<file path="config.mk">
export PLATFORM = sky130hd
export DESIGN_NAME = uslp_frame_decoder
export DESIGN_NICKNAME = d
export VERILOG_FILES = /design/src/hw/rtl/uslp_pkg.sv /design/src/hw/rtl/uslp_front.sv /design/src/hw/rtl/uslp_queue.sv /design/src/hw/rtl/uslp_back.sv /design/src/hw/rtl/uslp_frame_decoder.sv
export VERILOG_INCLUDE_DIRS = /design/src /design/src/hw/rtl
export SDC_FILE = /design/constraint.sdc
export NUM_CORES = 1
export LEC_CHECK = 0
export BUFFER_PORTS_ARGS = -buffer_cell sky130_fd_sc_hd__buf_2
export CAP_MARGIN = 25
export CORE_MARGIN = 4
export CORE_UTILIZATION = 50
export DETAILED_ROUTE_END_ITERATION = 8
export GPL_ROUTABILITY_DRIVEN = 0
export HOLD_SLACK_MARGIN = 0.15
export PLACE_DENSITY = 0.78
export SLEW_MARGIN = 20
export SYNTH_ARGS = -nofsm -noshare
export SYNTH_HDL_FRONTEND = slang
export SYNTH_SLANG_ARGS = --single-unit
</file>
<file path="constraint.sdc">
create_clock -name clk -period 11.44 [get_ports clk]
set_input_delay 1.716 -clock clk [delete_from_list [all_inputs] [get_ports clk]]
set_output_delay 1.716 -clock clk [all_outputs]
set_load 0.02 [all_outputs]
</file>
<file path="src/hw/rtl/uslp_frame_decoder_assert.svh">
// assertion macros shared by the frame decoder modules
// expects clk and arst_n in the scope of each use
`ifndef USLP_FRAME_DECODER_ASSERT_SVH
`define USLP_FRAME_DECODER_ASSERT_SVH

// condition must hold in the same cycle
`define USLP_ASSERT_NOW(lbl, ante, cons, msg) \
	lbl: assert property (@(posedge clk) disable iff (!arst_n) (ante) |-> (cons)) \
		else $error(msg);

// condition must hold in the next cycle
`define USLP_ASSERT_NEXT(lbl, ante, cons, msg) \
	lbl: assert property (@(posedge clk) disable iff (!arst_n) (ante) |=> (cons)) \
		else $error(msg);

`endif

</file>
<file path="src/hw/rtl/uslp_pkg.sv">
// shared types and constants of the transfer frame decoder
// no dependencies
`default_nettype none

package uslp_pkg;

	localparam int MAX_FRAME_BYTES = 1024;
	localparam logic [15:0] MAX_LEN = 16'(MAX_FRAME_BYTES);

	localparam int QUEUE_DEPTH = 4;
	localparam int QPTR_W = $clog2(QUEUE_DEPTH);
	localparam int QCNT_W = $clog2(QUEUE_DEPTH + 1);

	// configuration port
	localparam int ADDR_W = 3;
	localparam int CFG_IDX_W = ADDR_W - 2;
	localparam logic [CFG_IDX_W-1:0] CFG_CRC_INITIAL = CFG_IDX_W'(0);

	// result kinds
	localparam logic [1:0] KIND_PAYLOAD = 2'd0;
	localparam logic [1:0] KIND_INSERT = 2'd1;
	localparam logic [1:0] KIND_SUMMARY = 2'd2;

	// summary status codes
	localparam logic [1:0] ST_OK = 2'd0;
	localparam logic [1:0] ST_CRC = 2'd1;
	localparam logic [1:0] ST_LENGTH = 2'd2;
	localparam logic [1:0] ST_EARLY = 2'd3;

	typedef struct packed {
		logic [7:0] data_byte;
		logic       last_byte;
	} in_item_t;

	typedef struct packed {
		logic [1:0]  kind;
		logic [7:0]  byte_value;
		logic [3:0]  version;
		logic [15:0] spacecraft_id;
		logic        source_or_dest;
		logic [5:0]  virtual_channel;
		logic [3:0]  map_id;
		logic        truncated;
		logic [2:0]  frame_flags;
		logic [2:0]  construction_rule;
		logic [4:0]  upper_proto;
		logic [1:0]  status;
	} out_item_t;

	typedef struct packed {
		logic [3:0]  version;
		logic [15:0] spacecraft_id;
		logic        source_or_dest;
		logic [5:0]  virtual_channel;
		logic [3:0]  map_id;
		logic        truncated;
		logic [2:0]  frame_flags;
		logic [2:0]  construction_rule;
		logic [4:0]  upper_proto;
	} hdr_t;

	// command from the front end to the output side
	typedef struct packed {
		logic       emit;
		logic [1:0] kind;
		logic [7:0] byte_value;
		logic       done;
		logic [1:0] status;
		hdr_t       hdr;
	} cmd_t;

endpackage

`default_nettype wire

</file>
<file path="src/hw/rtl/uslp_front.sv">
// front end: header parse, crc, framing decisions per accepted byte
// depends on uslp_pkg and uslp_frame_decoder_assert.svh
`default_nettype none
`include "uslp_frame_decoder_assert.svh"

module uslp_front (
	input  wire logic            clk,
	input  wire logic            arst_n,
	input  wire logic            item_valid,
	output logic                 item_ready,
	input  wire uslp_pkg::in_item_t item,
	input  wire logic [15:0]     crc_init,
	input  wire logic            queue_full,
	output logic                 push,
	output uslp_pkg::cmd_t       push_cmd
);

	localparam logic [15:0] FULL_MIN_BYTES = 16'd10;
	localparam logic [15:0] CRC_POLY = 16'h1021;

	function automatic logic [15:0] crc_feed(input logic [15:0] crc, input logic [7:0] b);
		logic [15:0] c;
		logic [7:0]  x;
		c = crc;
		x = b;
		for (int i = 0; i < 8; i++) begin
			if (c[15] ^ x[7]) begin
				c = {c[14:0], 1'b0} ^ CRC_POLY;
			end else begin
				c = {c[14:0], 1'b0};
			end
			x = {x[6:0], 1'b0};
		end
		return c;
	endfunction

	logic [15:0] pos_q, decl_q, crc_q;
	logic [7:0]  dly0_q, dly1_q;
	uslp_pkg::hdr_t hdr_q;
	logic [2:0]  izl_q;
	logic        lerr_q;

	uslp_pkg::hdr_t hdr_b, hdr_n;
	logic [15:0] decl_b, decl_n, crc_b, crc_n, trailer;
	logic [2:0]  izl_b, izl_n;
	logic        lerr_b, lerr_n;
	logic [7:0]  d;
	logic        first, accept, emit, done, crc_bad, full_end;
	logic [1:0]  kind, status;

	assign d = item.data_byte;
	assign first = (pos_q == 16'd0);
	assign item_ready = !queue_full;
	assign accept = item_valid && item_ready;

	always_comb begin
		// frame start clears the per-frame state and reseeds the crc
		hdr_b = first ? '0 : hdr_q;
		decl_b = first ? 16'd0 : decl_q;
		izl_b = first ? 3'd0 : izl_q;
		lerr_b = first ? 1'b0 : lerr_q;
		crc_b = first ? crc_init : crc_q;
		hdr_n = hdr_b;
		decl_n = decl_b;
		izl_n = izl_b;
		lerr_n = lerr_b;
		case (pos_q)
			16'd0: begin
				hdr_n.version = d[7:4];
				hdr_n.spacecraft_id = {d[3:0], 12'd0};
			end
			16'd1: begin
				hdr_n.spacecraft_id[11:4] = d;
			end
			16'd2: begin
				hdr_n.spacecraft_id[3:0] = d[7:4];
				hdr_n.source_or_dest = d[3];
				hdr_n.virtual_channel = {d[2:0], 3'd0};
			end
			16'd3: begin
				hdr_n.virtual_channel[2:0] = d[7:5];
				hdr_n.map_id = d[4:1];
				hdr_n.truncated = d[0];
			end
			16'd4: begin
				if (hdr_b.truncated) begin
					hdr_n.construction_rule = d[7:5];
					hdr_n.upper_proto = d[4:0];
				end else begin
					decl_n = {d, 8'd0};
				end
			end
			16'd5: begin
				if (!hdr_b.truncated) begin
					decl_n[7:0] = d;
				end
			end
			16'd6: begin
				if (!hdr_b.truncated) begin
					hdr_n.frame_flags = {d[7], d[6], d[3]};
					izl_n = d[2:0];
					if (decl_b < FULL_MIN_BYTES + {13'd0, d[2:0]} || decl_b > uslp_pkg::MAX_LEN) begin
						lerr_n = 1'b1;
					end
				end
			end
			default: begin
				// data-field header byte follows the insert zone
				if (!hdr_b.truncated && pos_q == 16'd7 + {13'd0, izl_b}) begin
					hdr_n.construction_rule = d[7:5];
					hdr_n.upper_proto = d[4:0];
				end
			end
		endcase
		if (hdr_n.truncated && pos_q >= uslp_pkg::MAX_LEN) begin
			lerr_n = 1'b1;
		end

		// the byte two behind leaves the delay line
		crc_n = (pos_q >= 16'd2) ? crc_feed(crc_b, dly0_q) : crc_b;
		emit = 1'b0;
		kind = uslp_pkg::KIND_PAYLOAD;
		if (pos_q >= 16'd2 && !lerr_n) begin
			if (hdr_n.truncated) begin
				emit = (pos_q >= 16'd7);
			end else if (pos_q >= 16'd9) begin
				if (pos_q < 16'd9 + {13'd0, izl_n}) begin
					emit = 1'b1;
					kind = uslp_pkg::KIND_INSERT;
				end else if (pos_q >= 16'd10 + {13'd0, izl_n}) begin
					emit = 1'b1;
				end
			end
		end

		trailer = {dly1_q, d};
		crc_bad = (crc_n != trailer);
		full_end = !hdr_n.truncated && pos_q >= 16'd6 && !lerr_n &&
			({1'b0, pos_q} + 17'd1 == {1'b0, decl_n});
		done = 1'b0;
		status = uslp_pkg::ST_OK;
		if (full_end) begin
			done = 1'b1;
			status = crc_bad ? uslp_pkg::ST_CRC : uslp_pkg::ST_OK;
		end else if (item.last_byte) begin
			done = 1'b1;
			if (lerr_n) begin
				status = uslp_pkg::ST_LENGTH;
			end else if (hdr_n.truncated && pos_q >= 16'd6) begin
				status = crc_bad ? uslp_pkg::ST_CRC : uslp_pkg::ST_OK;
			end else if (hdr_n.truncated) begin
				status = uslp_pkg::ST_LENGTH;
			end else begin
				status = uslp_pkg::ST_EARLY;
			end
		end
	end

	assign push = accept && (emit || done);
	assign push_cmd = '{emit: emit, kind: kind, byte_value: dly0_q, done: done,
		status: status, hdr: hdr_n};

	always_ff @(posedge clk or negedge arst_n) begin
		if (!arst_n) begin
			pos_q <= '0;
			decl_q <= '0;
			crc_q <= '0;
			dly0_q <= '0;
			dly1_q <= '0;
			hdr_q <= '0;
			izl_q <= '0;
			lerr_q <= 1'b0;
		end else if (accept) begin
			decl_q <= decl_n;
			crc_q <= crc_n;
			hdr_q <= hdr_n;
			izl_q <= izl_n;
			lerr_q <= lerr_n;
			if (done) begin
				pos_q <= '0;
			end else begin
				dly0_q <= dly1_q;
				dly1_q <= d;
				pos_q <= (pos_q == 16'hFFFF) ? pos_q : pos_q + 16'd1;
			end
		end
	end

	`USLP_ASSERT_NEXT(a_pos_advances, accept && !done, pos_q != 16'd0,
		"position went back to zero without a frame end")

endmodule

`default_nettype wire

</file>
<file path="src/hw/rtl/uslp_queue.sv">
// short queue of commands between front end and output side
// depends on uslp_pkg and uslp_frame_decoder_assert.svh
`default_nettype none
`include "uslp_frame_decoder_assert.svh"

module uslp_queue (
	input  wire logic           clk,
	input  wire logic           arst_n,
	input  wire logic           push,
	input  wire uslp_pkg::cmd_t push_cmd,
	output logic                full,
	input  wire logic           pop,
	output logic                head_valid,
	output uslp_pkg::cmd_t      head
);

	localparam logic [uslp_pkg::QPTR_W-1:0] LAST_PTR =
		uslp_pkg::QPTR_W'(uslp_pkg::QUEUE_DEPTH - 1);
	localparam logic [uslp_pkg::QPTR_W-1:0] PTR_ONE = uslp_pkg::QPTR_W'(1);
	localparam logic [uslp_pkg::QCNT_W-1:0] DEPTH_CNT =
		uslp_pkg::QCNT_W'(uslp_pkg::QUEUE_DEPTH);
	localparam logic [uslp_pkg::QCNT_W-1:0] CNT_ONE = uslp_pkg::QCNT_W'(1);

	uslp_pkg::cmd_t entry_q [uslp_pkg::QUEUE_DEPTH];
	logic [uslp_pkg::QPTR_W-1:0] wr_ptr_q, rd_ptr_q;
	logic [uslp_pkg::QCNT_W-1:0] count_q;
	logic do_pop;

	assign full = (count_q == DEPTH_CNT);
	assign head_valid = (count_q != '0);
	assign head = entry_q[rd_ptr_q];
	assign do_pop = pop && head_valid;

	always_ff @(posedge clk) begin
		if (push) begin
			entry_q[wr_ptr_q] <= push_cmd;
		end
	end

	always_ff @(posedge clk or negedge arst_n) begin
		if (!arst_n) begin
			wr_ptr_q <= '0;
			rd_ptr_q <= '0;
			count_q <= '0;
		end else begin
			if (push) begin
				wr_ptr_q <= (wr_ptr_q == LAST_PTR) ? '0 : wr_ptr_q + PTR_ONE;
			end
			if (do_pop) begin
				rd_ptr_q <= (rd_ptr_q == LAST_PTR) ? '0 : rd_ptr_q + PTR_ONE;
			end
			case ({push, do_pop})
				2'b10: count_q <= count_q + CNT_ONE;
				2'b01: count_q <= count_q - CNT_ONE;
				default: count_q <= count_q;
			endcase
		end
	end

	`USLP_ASSERT_NOW(a_no_overflow, push, !full, "push into a full queue")
	`USLP_ASSERT_NOW(a_count_bound, 1'b1, count_q <= DEPTH_CNT, "queue count out of range")

endmodule

`default_nettype wire

</file>
<file path="src/hw/rtl/uslp_back.sv">
// output side: turns commands into byte and summary transfers
// depends on uslp_pkg and uslp_frame_decoder_assert.svh
`default_nettype none
`include "uslp_frame_decoder_assert.svh"

module uslp_back (
	input  wire logic           clk,
	input  wire logic           arst_n,
	input  wire logic           head_valid,
	input  wire uslp_pkg::cmd_t head,
	output logic                pop,
	output logic                result_valid,
	input  wire logic           result_ready,
	output uslp_pkg::out_item_t result
);

	logic phase_q;
	logic valid_q;
	uslp_pkg::out_item_t result_q;
	logic load, send_byte;
	uslp_pkg::out_item_t next_item;

	assign load = !valid_q || result_ready;
	// byte first, summary on a later cycle when the command carries both
	assign send_byte = head.emit && !phase_q;
	assign pop = load && head_valid && !(send_byte && head.done);

	always_comb begin
		next_item = '0;
		if (send_byte) begin
			next_item.kind = head.kind;
			next_item.byte_value = head.byte_value;
		end else begin
			next_item.kind = uslp_pkg::KIND_SUMMARY;
			next_item.version = head.hdr.version;
			next_item.spacecraft_id = head.hdr.spacecraft_id;
			next_item.source_or_dest = head.hdr.source_or_dest;
			next_item.virtual_channel = head.hdr.virtual_channel;
			next_item.map_id = head.hdr.map_id;
			next_item.truncated = head.hdr.truncated;
			next_item.frame_flags = head.hdr.frame_flags;
			next_item.construction_rule = head.hdr.construction_rule;
			next_item.upper_proto = head.hdr.upper_proto;
			next_item.status = head.status;
		end
	end

	always_ff @(posedge clk) begin
		if (load && head_valid) begin
			result_q <= next_item;
		end
	end

	always_ff @(posedge clk or negedge arst_n) begin
		if (!arst_n) begin
			valid_q <= 1'b0;
			phase_q <= 1'b0;
		end else if (load) begin
			valid_q <= head_valid;
			if (head_valid) begin
				phase_q <= send_byte && head.done;
			end
		end
	end

	assign result_valid = valid_q;
	assign result = result_q;

	`USLP_ASSERT_NOW(a_phase_ctx, phase_q, head_valid && head.emit && head.done,
		"summary phase without a byte-and-summary command at the head")

endmodule

`default_nettype wire

</file>
<file path="src/hw/rtl/uslp_frame_decoder.sv">
// top level of the transfer frame decoder: config register, front end, queue, output side
// depends on uslp_pkg, uslp_front, uslp_queue, uslp_back
// path: a command enters the queue at the accepting edge of its byte, then the output register once that is free
// throughput: one byte per cycle; a frame end with a pending byte sends the byte, then the summary,
// input stalls only while the four-entry queue is full
// reset: position, delay line, crc, header state and crc seed clear, queue empty, no result
`default_nettype none

module uslp_frame_decoder (
	input  wire logic                       clk,
	input  wire logic                       arst_n,
	// byte stream in
	input  wire logic                       item_valid,
	output logic                            item_ready,
	input  wire uslp_pkg::in_item_t         item,
	// results out
	output logic                            result_valid,
	input  wire logic                       result_ready,
	output uslp_pkg::out_item_t             result,
	// configuration port
	input  wire logic                       psel,
	input  wire logic                       penable,
	input  wire logic                       pwrite,
	input  wire logic [uslp_pkg::ADDR_W-1:0] paddr,
	input  wire logic [31:0]                pwdata,
	output logic [31:0]                     prdata,
	output logic                            pready
);

	logic [15:0] crc_init_q;
	logic [uslp_pkg::CFG_IDX_W-1:0] cfg_idx;
	logic cfg_write;

	logic queue_full, push, pop, head_valid;
	uslp_pkg::cmd_t push_cmd, head;

	// register index from the word address; no wait states
	assign cfg_idx = paddr[uslp_pkg::ADDR_W-1:2];
	assign pready = 1'b1;
	assign cfg_write = psel && penable && pwrite && pready;

	always_ff @(posedge clk or negedge arst_n) begin
		if (!arst_n) begin
			crc_init_q <= '0;
		end else if (cfg_write && cfg_idx == uslp_pkg::CFG_CRC_INITIAL) begin
			crc_init_q <= pwdata[15:0];
		end
	end

	// read back: only the crc seed is mapped, the rest reads zero
	always_comb begin
		prdata = '0;
		if (cfg_idx == uslp_pkg::CFG_CRC_INITIAL) begin
			prdata = {16'd0, crc_init_q};
		end
	end

	// front end: takes a byte whenever the queue has room
	uslp_front u_front (
		.clk        (clk),
		.arst_n     (arst_n),
		.item_valid (item_valid),
		.item_ready (item_ready),
		.item       (item),
		.crc_init   (crc_init_q),
		.queue_full (queue_full),
		.push       (push),
		.push_cmd   (push_cmd)
	);

	// decouples byte intake from result stalls
	uslp_queue u_queue (
		.clk        (clk),
		.arst_n     (arst_n),
		.push       (push),
		.push_cmd   (push_cmd),
		.full       (queue_full),
		.pop        (pop),
		.head_valid (head_valid),
		.head       (head)
	);

	// output register, one transfer per cycle unless result_ready holds it
	uslp_back u_back (
		.clk          (clk),
		.arst_n       (arst_n),
		.head_valid   (head_valid),
		.head         (head),
		.pop          (pop),
		.result_valid (result_valid),
		.result_ready (result_ready),
		.result       (result)
	);

endmodule

`default_nettype wire
</file>
==> results of run 1 <==
==> final timing paths <==
check | start | to | slack, ns | cells past startpoint
worst max-delay path | u_front.pos_q[0] | u_queue.entry_q[1][8] | 5.13 | 19
worst min-delay path | u_front.lerr_q | u_front.lerr_q | 0.47 | 2
worst max register to register | u_front.pos_q[0] | u_queue.entry_q[1][8] | 5.13 | 19
worst min register to register | u_front.lerr_q | u_front.lerr_q | 0.47 | 2
max in group asynchronous | arst_n | u_queue.rd_ptr_q[0] | 9.19 | 3
min in group asynchronous | arst_n | u_front.crc_q[4] | 1.14 | 1
==> placed cells by master (no fill, tap or decap), types with 4 or more instances in the layout <==
master	Yosys	routed
o21ai_0	93	93
conb_1	2	17
buf_4	22	13
and4_1	4	4
clkinv_2	0	12
a31oi_1	12	12
clkbuf_16	0	43
clkbuf_1	65	8
mux2i_1	10	10
xor2_1	38	38
o21a_1	4	4
a22o_1	22	22
nor4_1	11	10
a21o_1	5	5
ha_1	27	27
nand4_1	7	7
buf_2	11	104
nor2_1	45	45
a211oi_1	12	12
and2_1	25	21
a21oi_1	40	39
nor3b_1	6	6
nand3_1	27	27
or3_1	8	8
xnor2_1	46	46
o22ai_1	7	7
inv_1	39	39
edfxtp_1	279	279
nand2_1	241	241
and3_1	11	11
mux4_2	56	56
nor4_2	3	4
mux2_2	42	42
nor3_1	24	24
bufinv_16	0	5
dfrtp_1	136	134
o31ai_1	7	7
nor2b_1	64	63
o2111ai_1	6	6
==> state kept, by name (all words and copies together) (netlist names) <==
| name | flops |
|---|---|
| u_front.dly0_q | 8 |
| u_front.pos_q | 16 |
| u_front.izl_q | 3 |
| u_queue.wr_ptr_q | 2 |
| u_queue.count_q | 3 |
| u_back.result | 55 |
| u_queue.entry_q | 224 |
| u_front.decl_q | 16 |
| u_back.result_valid | 1 |
| u_front.hdr_q | 43 |
| crc_init_q | 16 |
| u_queue.rd_ptr_q | 2 |
| u_front.lerr_q | 1 |
| u_front.crc_q | 16 |
| u_back.phase_q | 1 |
| u_front.dly1_q | 8 |
==> cells in the mapped netlist (all sizes together) (2+ instances only) <==
master	number	share of area
nor3	26	0.0072
nor2b	64	0.021
a21oi	40	0.010
a22o	22	0.0099
nor2	45	0.0087
o31ai	7	0.0027
and4	5	0.0023
or3	8	0.0026
nor4b	2	0.00090
nand4b	2	0.00090
mux4	56	0.065
xor2	38	0.017
xnor2	47	0.022
clkbuf	65	0.013
a221o	2	0.0010
buf	46	0.015
mux2i	11	0.0059
inv	40	0.0080
a211oi	12	0.0046
a21o	6	0.0024
ha	27	0.017
and2	28	0.0092
nor4	15	0.0066
conb	2	0.00039
nand4	9	0.0040
o2111ai	6	0.0027
edfxtp	279	0.43
a22oi	2	0.00077
nand2	241	0.047
nor3b	6	0.0023
o21a	5	0.0023
and3	11	0.0035
dfrtp	136	0.18
o21ai	96	0.025
or2	3	0.00097
o211ai	3	0.0012
nand2b	3	0.00097
or4	4	0.0019
a31oi	12	0.0039
o22ai	7	0.0023
nand3	27	0.0070
mux2	44	0.026
==> power by group <==
group          total, mW  internal, mW  switching [mW]
combinational       2.35         0.912            1.44
sequential          2.35          2.10           0.247
clock               1.39         0.822           0.570
total               6.09          3.84            2.25
==> stage by stage <==
stage	cell area [sq um]	worst slack [ns]	power (mW)
2_1_floorplan	19500	5.23	4.03
3_3_place_gp	20300	5.45	4.58
3_5_place_dp	20300	5.33	4.68
4_1_cts	21700	5.29	6.09
5_1_grt	21700	4.74	6.42
6_report	21700	5.13	6.09
==> metal layers <==
| layer | routed length [um] | track usage |
|---|---|---|
| met5 | 0 | 0 |
| met3 | 3250 | 0.0393 |
| met4 | 1340 | 0.0667 |
| met1 | 17500 | 0.275 |
| met2 | 22000 | 0.349 |
==> cell families (layout without fill, tap and decap cells) <==
kind of cell	after synthesis	count (layout)	share of synthesized area
and+or+nand+nor	500	500	0.127
DFF	415	415	0.606
AOI/OAI and AO/OA	233	233	0.0759
buffers and inverters	152	239	0.0355
muxes	111	111	0.0967
xor gates and xnor gates	86	86	0.0399
adders and majority gates	28	28	0.0184
other	2	17	0.000387
==> final cells by class <==
| type | instances | area share |
|---|---|---|
| Timing Repair Buffer | 121 | 0.0327 |
| Tap cell | 511 | 0.0294 |
| Sequential cell | 415 | 0.542 |
| Inverter | 41 | 0.00731 |
| Multi-Input combinational cell | 975 | 0.324 |
| Clock buffer | 53 | 0.0521 |
| Clock inverter | 24 | 0.0125 |
==> critical path, cell delays in order (launching register included) <==
cell      delay, ns
dfrtp_1        0.68
inv_1          0.28
ha_1           0.35
nor4b_1        0.19
nand4_1        0.15
buf_4          0.58
nand2_1        0.11
o21ai_0        0.55
ha_1           0.27
ha_1           0.24
inv_1          0.06
ha_1           0.22
o21ai_0        0.07
o21ai_0        0.09
a211oi_1       0.28
a211oi_1       0.09
a211oi_1       0.57
o21a_4         0.28
and2_2         0.15
buf_4          0.64
==> key figures, run 1 <==
Outcome
  – Outcome: finished clean

Clocking
  – Clock-pin slew on the worst setup and hold paths: 0.06 ns
  – Clock Latency Late Sink: approximately 0.55 ns
  – Root Buffer Master: clkbuf_16
  – Clock buffer depth: 3
  – H-tree depth: 2
  – # hold bufs at CTS: 0
  – CTS tree: built
  – Post CTS Setup Buffer Count: 0
  – Clk sink count: 415
  – Total clock buffers created by CTS: 43
  – Post-CTS sizing: 0

Placed design
  – I/O Buffers: 105
  – HPWL Detailed: ~27000 um
  – Placed Cells incl. Taps: 2061

GRT
  – Overall Global Routing Usage: 0.208
  – Pin count of the biggest net entering global routing: 76
  – Remaining Overflow, GRT: 0
  – Initial antenna violation count: 0
  – Number of global-route vias before repair: 12491
  – First-pass GRT wire length: a little under 70000 um

Synthesis
  – Post-synth cell types: between 80 and 90
  – Sequential area share after synthesis: 0.606
  – FF+latch count, synth: 415
  – Syn Area/Cell: approximately 13 sq um
  – Number of synthesized flops with an enable pin: between 200 and 300
  – Synthesized area: 19400 sq um
  – Top_reg_cell synth: edfxtp_1
  – Ys async rst share: 0.328
  – Yosys warnings: 0
  – Post-Syn Instances: 1527

Finish
  – ANT cells: 0
  – Final std cells w/o fill: 2140
  – Area Overhead vs Synth: 11.9%
  – Share of layout cells above drive strength 1: 0.196
  – Fill cells: 3016
  – Post-layout net count: 1676
  – Final Util: 0.572
  – Multi-input logic area: between 7000 and 8000 sq um
  – Register area: 11800 sq um

Critical path
  – Worst Setup Path Type: reg -> reg
  – Worst Path Max Fanout: 57
  – Crit path arrival time: around 6.5 ns
  – Worst Setup Start Kind: register
  – Worst EP required: 11.61 ns
  – Crit end category: register

STA
  – Post-Route Setup TNS: 0 ns
  – Final hold vios: 0
  – Tmin final: between 6 and 7 ns
  – Max Clk Rate: between 0.15 and 0.2 GHz
  – Slew margin rel.: 0.307
  – Actual slew at the worst max-slew pin: 1.04 ns
  – Final number of setup-violating endpoints: 0
  – Max-slew violation count: 0
  – Final worst path period share: 0.552
  – Hold slack: 0.474 ns
  – Unrepaired setup endpoints after global routing: false
  – Clock Skew: 0.0146 ns

Floorplan
  – Die area: 42100 sq um
  – Num ports: around 140
  – Die W: about 210 um
  – Row count: 71
  – Core Region: 38000 sq um
  – Die Ht: just over 200 um
  – Initial core utilization: 0.511

Flow run
  – Max Cap Viol: 0

Route
  – DRC Markers: 0
  – Final WL: roughly 44000 um
  – Vias post-DR: ~13000
  – Routed vias/inst: 5.86
  – ANT nets after route: 0
  – DRT iter0 DRCs: 1025
  – WL/cell: 20.6 um
  – Initial DRT Pass Iterations: 5

Pwr
  – VDD IR max: approximately 0.17 mV
  – P_leak: 8.44 nW
  – Pwr/cell area: ~280 nW/um^2

Min path
  – Hold Path Class: reg -> reg
(Power assumes the default switching activity.)
==> run 2, diff against run 1 <==
==> constraint.sdc (replaced) <==
create_clock -name clk -period 6.6 [get_ports clk]
set_input_delay 0.99 -clock clk [delete_from_list [all_inputs] [get_ports clk]]
set_output_delay 0.99 -clock clk [all_outputs]
set_load 0.02 [all_outputs]
==> run 2 against run 1 <==
Against the previous run:
- die area unchanged
- worst hold slack got worse by 0.077 ns
- register-to-register slack got worse by 4.2 ns
- sequential cell count unchanged
- sequential share of layout area about the same
- clock skew increased by 0.0088 ns
- largest power group unchanged
- combinational power increased by 70%
- setup slack got worse by 4.2 ns
==> key figures, run 2 (synthesis results as in run 1) <==
Outcome
  – Outcome: finished clean (unchanged)

Floorplan
  – Initial core utilization: 0.511 (unchanged)
  – Core Region: 38000 sq um (unchanged)
  – Row count: 71 (unchanged)
  – Die Ht: 205 um (unchanged)
  – Num ports: 141 (unchanged)
  – Die W: 205 um (unchanged)
  – Die area: 42100 sq um (unchanged)

Placed design
  – I/O Buffers: 105 (unchanged)
  – Dpl cell area: 20300 sq um (about the same)
  – Place WS: 1.07 ns (was 5.33 ns)
  – HPWL Detailed: 27600 um (was 27200 um)
  – Placed Cells incl. Taps: 2065 (was 2061)

Critical path
  – FF-to-FF path depth: 24 (was 19)
  – Worst Path Max Fanout: 19 (was 57)
  – Worst Setup Path Type: reg -> reg (unchanged)
  – Crit end category: register (unchanged)
  – Worst Setup Start Kind: register (unchanged)
  – Worst setup path start: u_front.pos_q[0] (unchanged)
  – Worst EP required: 7.02 ns (was 11.61 ns)
  – Crit path arrival time: 6.12 ns (was 6.48 ns)
  – Reg-to-Reg Start: u_front.pos_q[0] (unchanged)

Route
  – DRC Markers: 0 (unchanged)
  – ANT nets after route: 0 (unchanged)
  – WL/cell: 20.8 um (was 20.6 um)
  – Top Layer Used: met4 (unchanged)
  – Vias post-DR: 12590 (was 12541)
  – Final WL: 44600 um (was 44000 um)
  – Metal1 wirelength: 17700 um (was 17500 um)
  – Met3 wire length: 3170 um (was 3250 um)
  – DRT iter0 DRCs: 1232 (was 1025)
  – Metal2 WL: 22300 um (was 22000 um)
  – Routed vias/inst: 5.87 (was 5.86)
  – Initial DRT Pass Iterations: 6 (was 5)

Clocking
  – # hold bufs at CTS: 0 (unchanged)
  – Clock-pin slew on the worst setup and hold paths: 0.06 ns (about the same)
  – Post CTS Setup Buffer Count: 0 (unchanged)
  – Clock buffer depth: 3 (unchanged)
  – Clock Latency Late Sink: 0.55 ns (about the same)
  – Root Buffer Master: clkbuf_16 (unchanged)
  – Total clock buffers created by CTS: 42 (was 43)
  – CTS tree: built (unchanged)
  – H-tree depth: 2 (unchanged)
  – Post-CTS sizing: 0 (unchanged)
  – Clk sink count: 415 (unchanged)

STA
  – Max-slew violation count: 0 (unchanged)
  – Final worst path period share: 0.862 (was 0.552)
  – Final hold vios: 0 (unchanged)
  – Actual slew at the worst max-slew pin: 1.02 ns (was 1.04 ns)
  – Post-Route Setup TNS: 0 ns (unchanged)
  – Tmin final: 5.69 ns (was 6.31 ns)
  – Final number of setup-violating endpoints: 0 (unchanged)
  – Setup ws final: 0.908 ns (was 5.13 ns)
  – Clock Skew: 0.0234 ns (was 0.0146 ns)
  – Max Clk Rate: 0.176 GHz (was 0.158 GHz)
  – Unrepaired setup endpoints after global routing: false (unchanged)
  – Slew margin rel.: 0.317 (was 0.307)
  – Hold slack: 0.397 ns (was 0.474 ns)

Finish
  – Share of layout cells above drive strength 1: 0.196 (about the same)
  – Final std cells w/o fill: 2143 (was 2140)
  – Most frequent cells in the layout: edfxtp_1 (279), nand2_1 (241), dfrtp_1 (134), buf_2 (104), o21ai_0 (93) (unchanged)
  – Post-layout net count: 1677 (was 1676)
  – Final instance area: 21700 sq um (about the same)
  – Flip-flop count of the largest register after layout: 224 (unchanged)
  – Area Overhead vs Synth: 11.9% (about the same)
  – Top reg by flops: u_queue.entry_q (unchanged)
  – ANT cells: 0 (unchanged)
  – Most common cell after layout, fill and taps aside: edfxtp_1 (unchanged)

Flow run
  – Max Cap Viol: 0 (unchanged)

GRT
  – Pin count of the biggest net entering global routing: 80 (was 76)
  – Number of global-route vias before repair: 12561 (was 12491)
  – Remaining Overflow, GRT: 0 (unchanged)
  – Overall Global Routing Usage: 0.212 (was 0.208)
  – Initial antenna violation count: 0 (unchanged)
  – First-pass GRT wire length: 70200 um (was 68500 um)

Pwr
  – VDD IR max: 0.280 mV (was 0.171 mV)
  – Pwr/cell area: 482 nW/um^2 (was 280 nW/um^2)
  – P_leak: 8.42 nW (was 8.44 nW)

Min path
  – Hold Path Class: in -> async (was reg -> reg)
-- run 2: cell count changes in the layout (fill, tap and decap cells not counted), moves of 2 or more --
| cell | delta |
|---|---|
| buf_12 | +4 |
| buf_16 | -3 |
| clkinv_2 | -3 |
| and2_2 | +2 |
| and2_4 | -2 |
| clkinv_1 | +2 |
-- run 2: layer usage --
| layer | vias to the layer above | global-route usage |
|---|---|---|
| li1 | 5675 | - |
| met1 | 6259 | 0.282 |
| met2 | 540 | 0.357 |
| met3 | 116 | 0.0356 |
| met4 | 0 | 0.0732 |
| met5 | - | 0 |
-- run 2: report_power, final --
| group | switching (mW) | leakage (nW) | total (mW) | internal [mW] |
|---|---|---|---|---|
| sequential | 0.453 | 4.37 | 4.09 | 3.64 |
| clock | 1.01 | 0.683 | 2.40 | 1.40 |
| combinational | 2.43 | 3.37 | 3.99 | 1.56 |
-- run 2: per-stage QoR --
step / util / total power [mW]
after detailed placement: 0.535 / 8.10
final: 0.572 / 10.5
after CTS: 0.572 / 10.5
after floorplan: - / 6.99
after global placement: 0.535 / 7.95
after global routing: 0.572 / 11.1
-- run 2: worst paths after layout --
kind	endpoint	slack, ns
setup / recovery	u_queue.count_q[2]	0.91
hold / removal	crc_init_q[3]	0.40
setup reg to reg	u_queue.count_q[2]	0.91
min in group clk	u_front.hdr_q[32]	0.48
hold reg to reg	u_front.hdr_q[32]	0.48
max in group asynchronous	u_queue.rd_ptr_q[0]	4.99
-- run 2: cell type report --
| class | instances | area (sq um) |
|---|---|---|
| Clock buffer | 55 | 1150 |
| Clock inverter | 23 | 241 |
| Fill cell | 3016 | 16300 |
| Inverter | 41 | 159 |
| Multi-Input combinational cell | 975 | 7040 |
| Sequential cell | 415 | 11800 |
| Tap cell | 511 | 639 |
| Timing Repair Buffer | 123 | 723 |
-- run 2: critical path: stages, from the launching register on --
cell      delay (ns)
dfrtp_1         0.71
inv_1           0.28
ha_1            0.34
nor4b_1         0.19
nand4_1         0.19
buf_4           0.27
nand2_1         0.07
o21ai_0         0.49
ha_1            0.26
ha_1            0.22
inv_1           0.06
ha_1            0.22
o21ai_0         0.09
o21ai_0         0.10
a211oi_1        0.30
a211oi_1        0.08
a211oi_1        0.52
o21a_4          0.26
inv_1           0.06
ha_1            0.22
inv_1           0.09
fa_1            0.19
xor2_1          0.15
nor2_1          0.07
xor2_1          0.14
==> run 3, diff against run 2 <==
--- a/config.mk
+++ b/config.mk
@@ -6,6 +6,7 @@
 export SDC_FILE = /design/constraint.sdc
 export NUM_CORES = 1
 export LEC_CHECK = 0
+export ABC_AREA = 1
 export BUFFER_PORTS_ARGS = -buffer_cell sky130_fd_sc_hd__buf_2
 export CAP_MARGIN = 25
 export CORE_MARGIN = 4
==> constraint.sdc (replaced) <==
create_clock -name clk -period 6.6 [get_ports clk]
set_input_delay 0.33 -clock clk [delete_from_list [all_inputs] [get_ports clk]]
set_output_delay 0.33 -clock clk [all_outputs]
set_load 0.02 [all_outputs]
==> run 3 against run 2 <==
Against the previous run:
- cell area rose by 2.9%
- clock power barely moved
- clock-buffer cell count fell by 3
- worst hold slack got worse by 0.18 ns
- core utilization rose by 0.43 points
- final cell count rose by 30%
- non-clock buffer count rose by 28
- die area rose by 1.5%
- via count rose by 21%
- power rose by 4.7%
- critical path type unchanged
- largest cell class unchanged
==> key figures, run 3 <==
Finish
  – Top reg by flops: u_queue.entry_q (unchanged)
  – Share of layout cells above drive strength 1: 0.108 (was 0.196)
  – Flip-flop count of the largest register after layout: 224 (unchanged)
  – Area Overhead vs Synth: 13.3% (was 11.9%)
  – Final instance area: 22400 sq um (was 21700 sq um)
  – ANT cells: 0 (unchanged)
  – Post-layout net count: 2309 (was 1677)
  – Fill cells: 3165 (was 3016)
  – Most frequent cells in the layout: nand2_1 (524), edfxtp_1 (279), nor2_1 (241), o21ai_0 (230), inv_1 (216) (was edfxtp_1 (279), nand2_1 (241), dfrtp_1 (134), buf_2 (104), o21ai_0 (93))
  – Most common cell after layout, fill and taps aside: nand2_1 (was edfxtp_1)

GRT
  – First-pass GRT wire length: 75400 um (was 70200 um)
  – Remaining Overflow, GRT: 0 (unchanged)
  – Overall Global Routing Usage: 0.221 (was 0.212)
  – Pin count of the biggest net entering global routing: 115 (was 80)
  – Number of global-route vias before repair: 14696 (was 12561)
  – Initial antenna violation count: 0 (unchanged)

Pwr
  – Logic pwr share: 0.419 (was 0.380)
  – Int Pwr: 6.38 mW (was 6.60 mW)
  – Sequential share of power: 0.362 (was 0.390)
  – Switching part of the total: 0.418 (was 0.371)
  – NetSw: 4.59 mW (was 3.89 mW)
  – Clk pwr share: 0.218 (was 0.229)
  – P_leak: 9.86 nW (was 8.42 nW)
  – VDD IR max: 0.239 mV (was 0.280 mV)
  – Pwr/cell area: 490 nW/um^2 (was 482 nW/um^2)

Critical path
  – Worst setup path start: u_front.pos_q[0] (unchanged)
  – Crit end category: register (unchanged)
  – FF-to-FF path depth: 28 (was 24)
  – Worst EP required: 7.03 ns (was 7.02 ns)
  – Worst Path Max Fanout: 36 (was 19)
  – Worst setup endpoint: u_queue.count_q[2] (unchanged)
  – Worst Setup Start Kind: register (unchanged)
  – Crit-path max cell delay: 0.48 ns (was 0.71 ns)
  – Most used cell, CP: nand2_1 (was ha_1)
  – Reg-to-Reg Start: u_front.pos_q[0] (unchanged)
  – Worst Setup Path Type: reg -> reg (unchanged)
  – Crit path arrival time: 6.41 ns (was 6.12 ns)
  – R2R setup slack: 0.62 ns (was 0.91 ns)
  – Crit Reg-Reg Endpoint: u_queue.count_q[2] (unchanged)
  – CP max-delay cell: dfrtp_1 (unchanged)

Synthesis
  – Post-Syn Instances: 2131 (was 1527)
  – Top post-synthesis cells by area: edfxtp_1 (42%), dfrtp_1 (17%), nand2_1 (10%), o21ai_0 (5.8%), nor2_1 (4.7%) (was edfxtp_1 (43%), dfrtp_1 (18%), mux4_2 (6.5%), nand2_1 (4.7%), mux2_2 (2.4%))
  – Commonest cells in the synthesized netlist: nand2_1 (525), edfxtp_1 (279), nor2_1 (245), o21ai_0 (230), inv_1 (218) (was edfxtp_1 (279), nand2_1 (241), dfrtp_1 (136), o21ai_0 (93), clkbuf_1 (65))
  – Top cell type's share of synthesized area: 0.424 (was 0.431)
  – Yosys warnings: 0 (unchanged)
  – Syn Area/Cell: 9.26 sq um (was 12.7 sq um)
  – Yosys top cell by area: edfxtp_1 (unchanged)
  – Number of synthesized flops with an enable pin: 279 (unchanged)
  – Most common cell in the synthesized netlist: nand2_1 (was edfxtp_1)
  – Top_reg_cell synth: edfxtp_1 (unchanged)
  – FF+latch count, synth: 415 (unchanged)
  – Post-synth cell types: 50 (was 82)
  – Sequential area share after synthesis: 0.597 (was 0.606)
  – Ys async rst share: 0.328 (unchanged)
  – Synthesized area: 19700 sq um (was 19400 sq um)

Route
  – Initial DRT Pass Iterations: 6 (unchanged)
  – WL/cell: 17.1 um (was 20.8 um)
  – Vias post-DR: 15264 (was 12590)
  – DRT iter0 DRCs: 1355 (was 1232)
  – DRC Markers: 0 (unchanged)
  – Routed vias/inst: 5.49 (was 5.87)
  – ANT nets after route: 0 (unchanged)
  – Final WL: 47700 um (was 44600 um)

STA
  – Post-Route Setup TNS: 0 ns (unchanged)
  – Unrepaired setup endpoints after global routing: false (unchanged)
  – Slew margin rel.: 0.348 (was 0.317)
  – Final number of setup-violating endpoints: 0 (unchanged)
  – Max-slew violation count: 0 (unchanged)
  – Tmin final: 5.98 ns (was 5.69 ns)
  – Final worst path period share: 0.906 (was 0.862)
  – Final hold vios: 0 (unchanged)
  – Actual slew at the worst max-slew pin: 0.977 ns (was 1.02 ns)
  – Max Clk Rate: 0.167 GHz (was 0.176 GHz)
  – Clock Skew: 0.0233 ns (was 0.0234 ns)

Clocking
  – H-tree depth: 2 (unchanged)
  – Post CTS Setup Buffer Count: 0 (unchanged)
  – # hold bufs at CTS: 24 (was 0)
  – Total clock buffers created by CTS: 43 (was 42)
  – CTS tree: built (unchanged)
  – Clk sink count: 415 (unchanged)
  – Post-CTS sizing: 0 (unchanged)
  – Root Buffer Master: clkbuf_16 (unchanged)
  – Clock buffer depth: 3 (unchanged)
  – Clock-pin slew on the worst setup and hold paths: 0.06 ns (about the same)
  – Clock Latency Late Sink: 0.57 ns (was 0.55 ns)

Floorplan
  – Die W: 207 um (was 205 um)
  – Die area: 42700 sq um (was 42100 sq um)
  – Core Region: 38800 sq um (was 38000 sq um)
  – Initial core utilization: 0.508 (was 0.511)
  – Num ports: 141 (unchanged)
  – Die Ht: 207 um (was 205 um)
  – Row count: 72 (was 71)

Min path
  – Hold Path Class: in -> reg (was in -> async)

Placed design
  – HPWL Detailed: 29900 um (was 27600 um)
  – I/O Buffers: 105 (unchanged)
  – Dpl cell area: 20700 sq um (was 20300 sq um)

Flow run
  – Max Cap Viol: 0 (unchanged)

Outcome
  – Outcome: finished clean (unchanged)
## run 3: layer usage
metal  vias to the layer above  track usage  wire, um
met4                         0       0.0836      1730
met2                       586        0.369     22500
li1                       7297            -         -
met3                       121       0.0497      3970
met5                         -            0         0
met1                      7260        0.284     19500
## run 3: cell type report
class	count	area, sq um	area share
multi-input combinational	1397	6670	0.298
timing repair buffer	151	1020	0.0457
clock buffer	52	1160	0.0519
tap	518	648	0.0290
sequential	415	11800	0.527
clock inverter	27	249	0.0111
inverter	222	833	0.0372
## run 3: stage by stage
step           power (mW)  cells  utilization  hold WS, ns  setup WS, ns
3_5_place_dp         8.56   2678        0.533        0.372         0.797
5_1_grt              11.8   2782        0.576        0.198         0.286
3_3_place_gp         8.39   2677        0.533        0.365         0.902
2_1_floorplan        7.28   2146            -       0.0344         0.370
4_1_cts              11.0   2781        0.576        0.173         0.774
6_report             11.0   2782        0.576        0.213         0.620
## run 3: power groups by stage
stage / logic (mW) / registers, mW / clock network, mW
2_1_floorplan: 3.07 / 4.21 / 0
3_3_place_gp: 4.39 / 4.00 / 0
3_5_place_dp: 4.55 / 4.02 / 0
4_1_cts: 4.58 / 3.97 / 2.45
5_1_grt: 5.17 / 4.03 / 2.55
6_report: 4.60 / 3.98 / 2.40
## run 3: worst max-delay path, delay by kind of cell, from the launching register on
| kind | cells | cell delay, ns |
|---|---|---|
| adders and majority gates | 5 | 1.48 |
| buffers and inverters | 4 | 0.56 |
| xor gates and xnor gates | 1 | 0.15 |
| DFF | 1 | 0.48 |
| and+or+nand+nor | 11 | 1.98 |
| AOI/OAI and AO/OA | 7 | 1.13 |
## run 3: logic make-up after synthesis
kind of cell / count (synthesis) / synth area share
adders and majority gates: 28 / 0.0181
AOI/OAI and AO/OA: 375 / 0.106
buffers and inverters: 334 / 0.0704
and+or+nand+nor: 961 / 0.201
DFF: 415 / 0.597
xor gates and xnor gates: 16 / 0.00710
other: 2 / 0.000380
## run 3: worst min path at each step
| stage | from | endpoint | cells past startpoint |
|---|---|---|---|
| 6_report | item[2] | u_front.dly1_q[1] | 3 |
| 5_1_grt | item[1] | u_front.dly1_q[0] | 3 |
| 4_1_cts | item[1] | u_front.dly1_q[0] | 3 |
| 3_5_place_dp | arst_n | u_front.decl_q[11] | 1 |
| 3_3_place_gp | arst_n | u_front.decl_q[6] | 1 |
| 2_1_floorplan | arst_n | crc_init_q[0] | 0 |
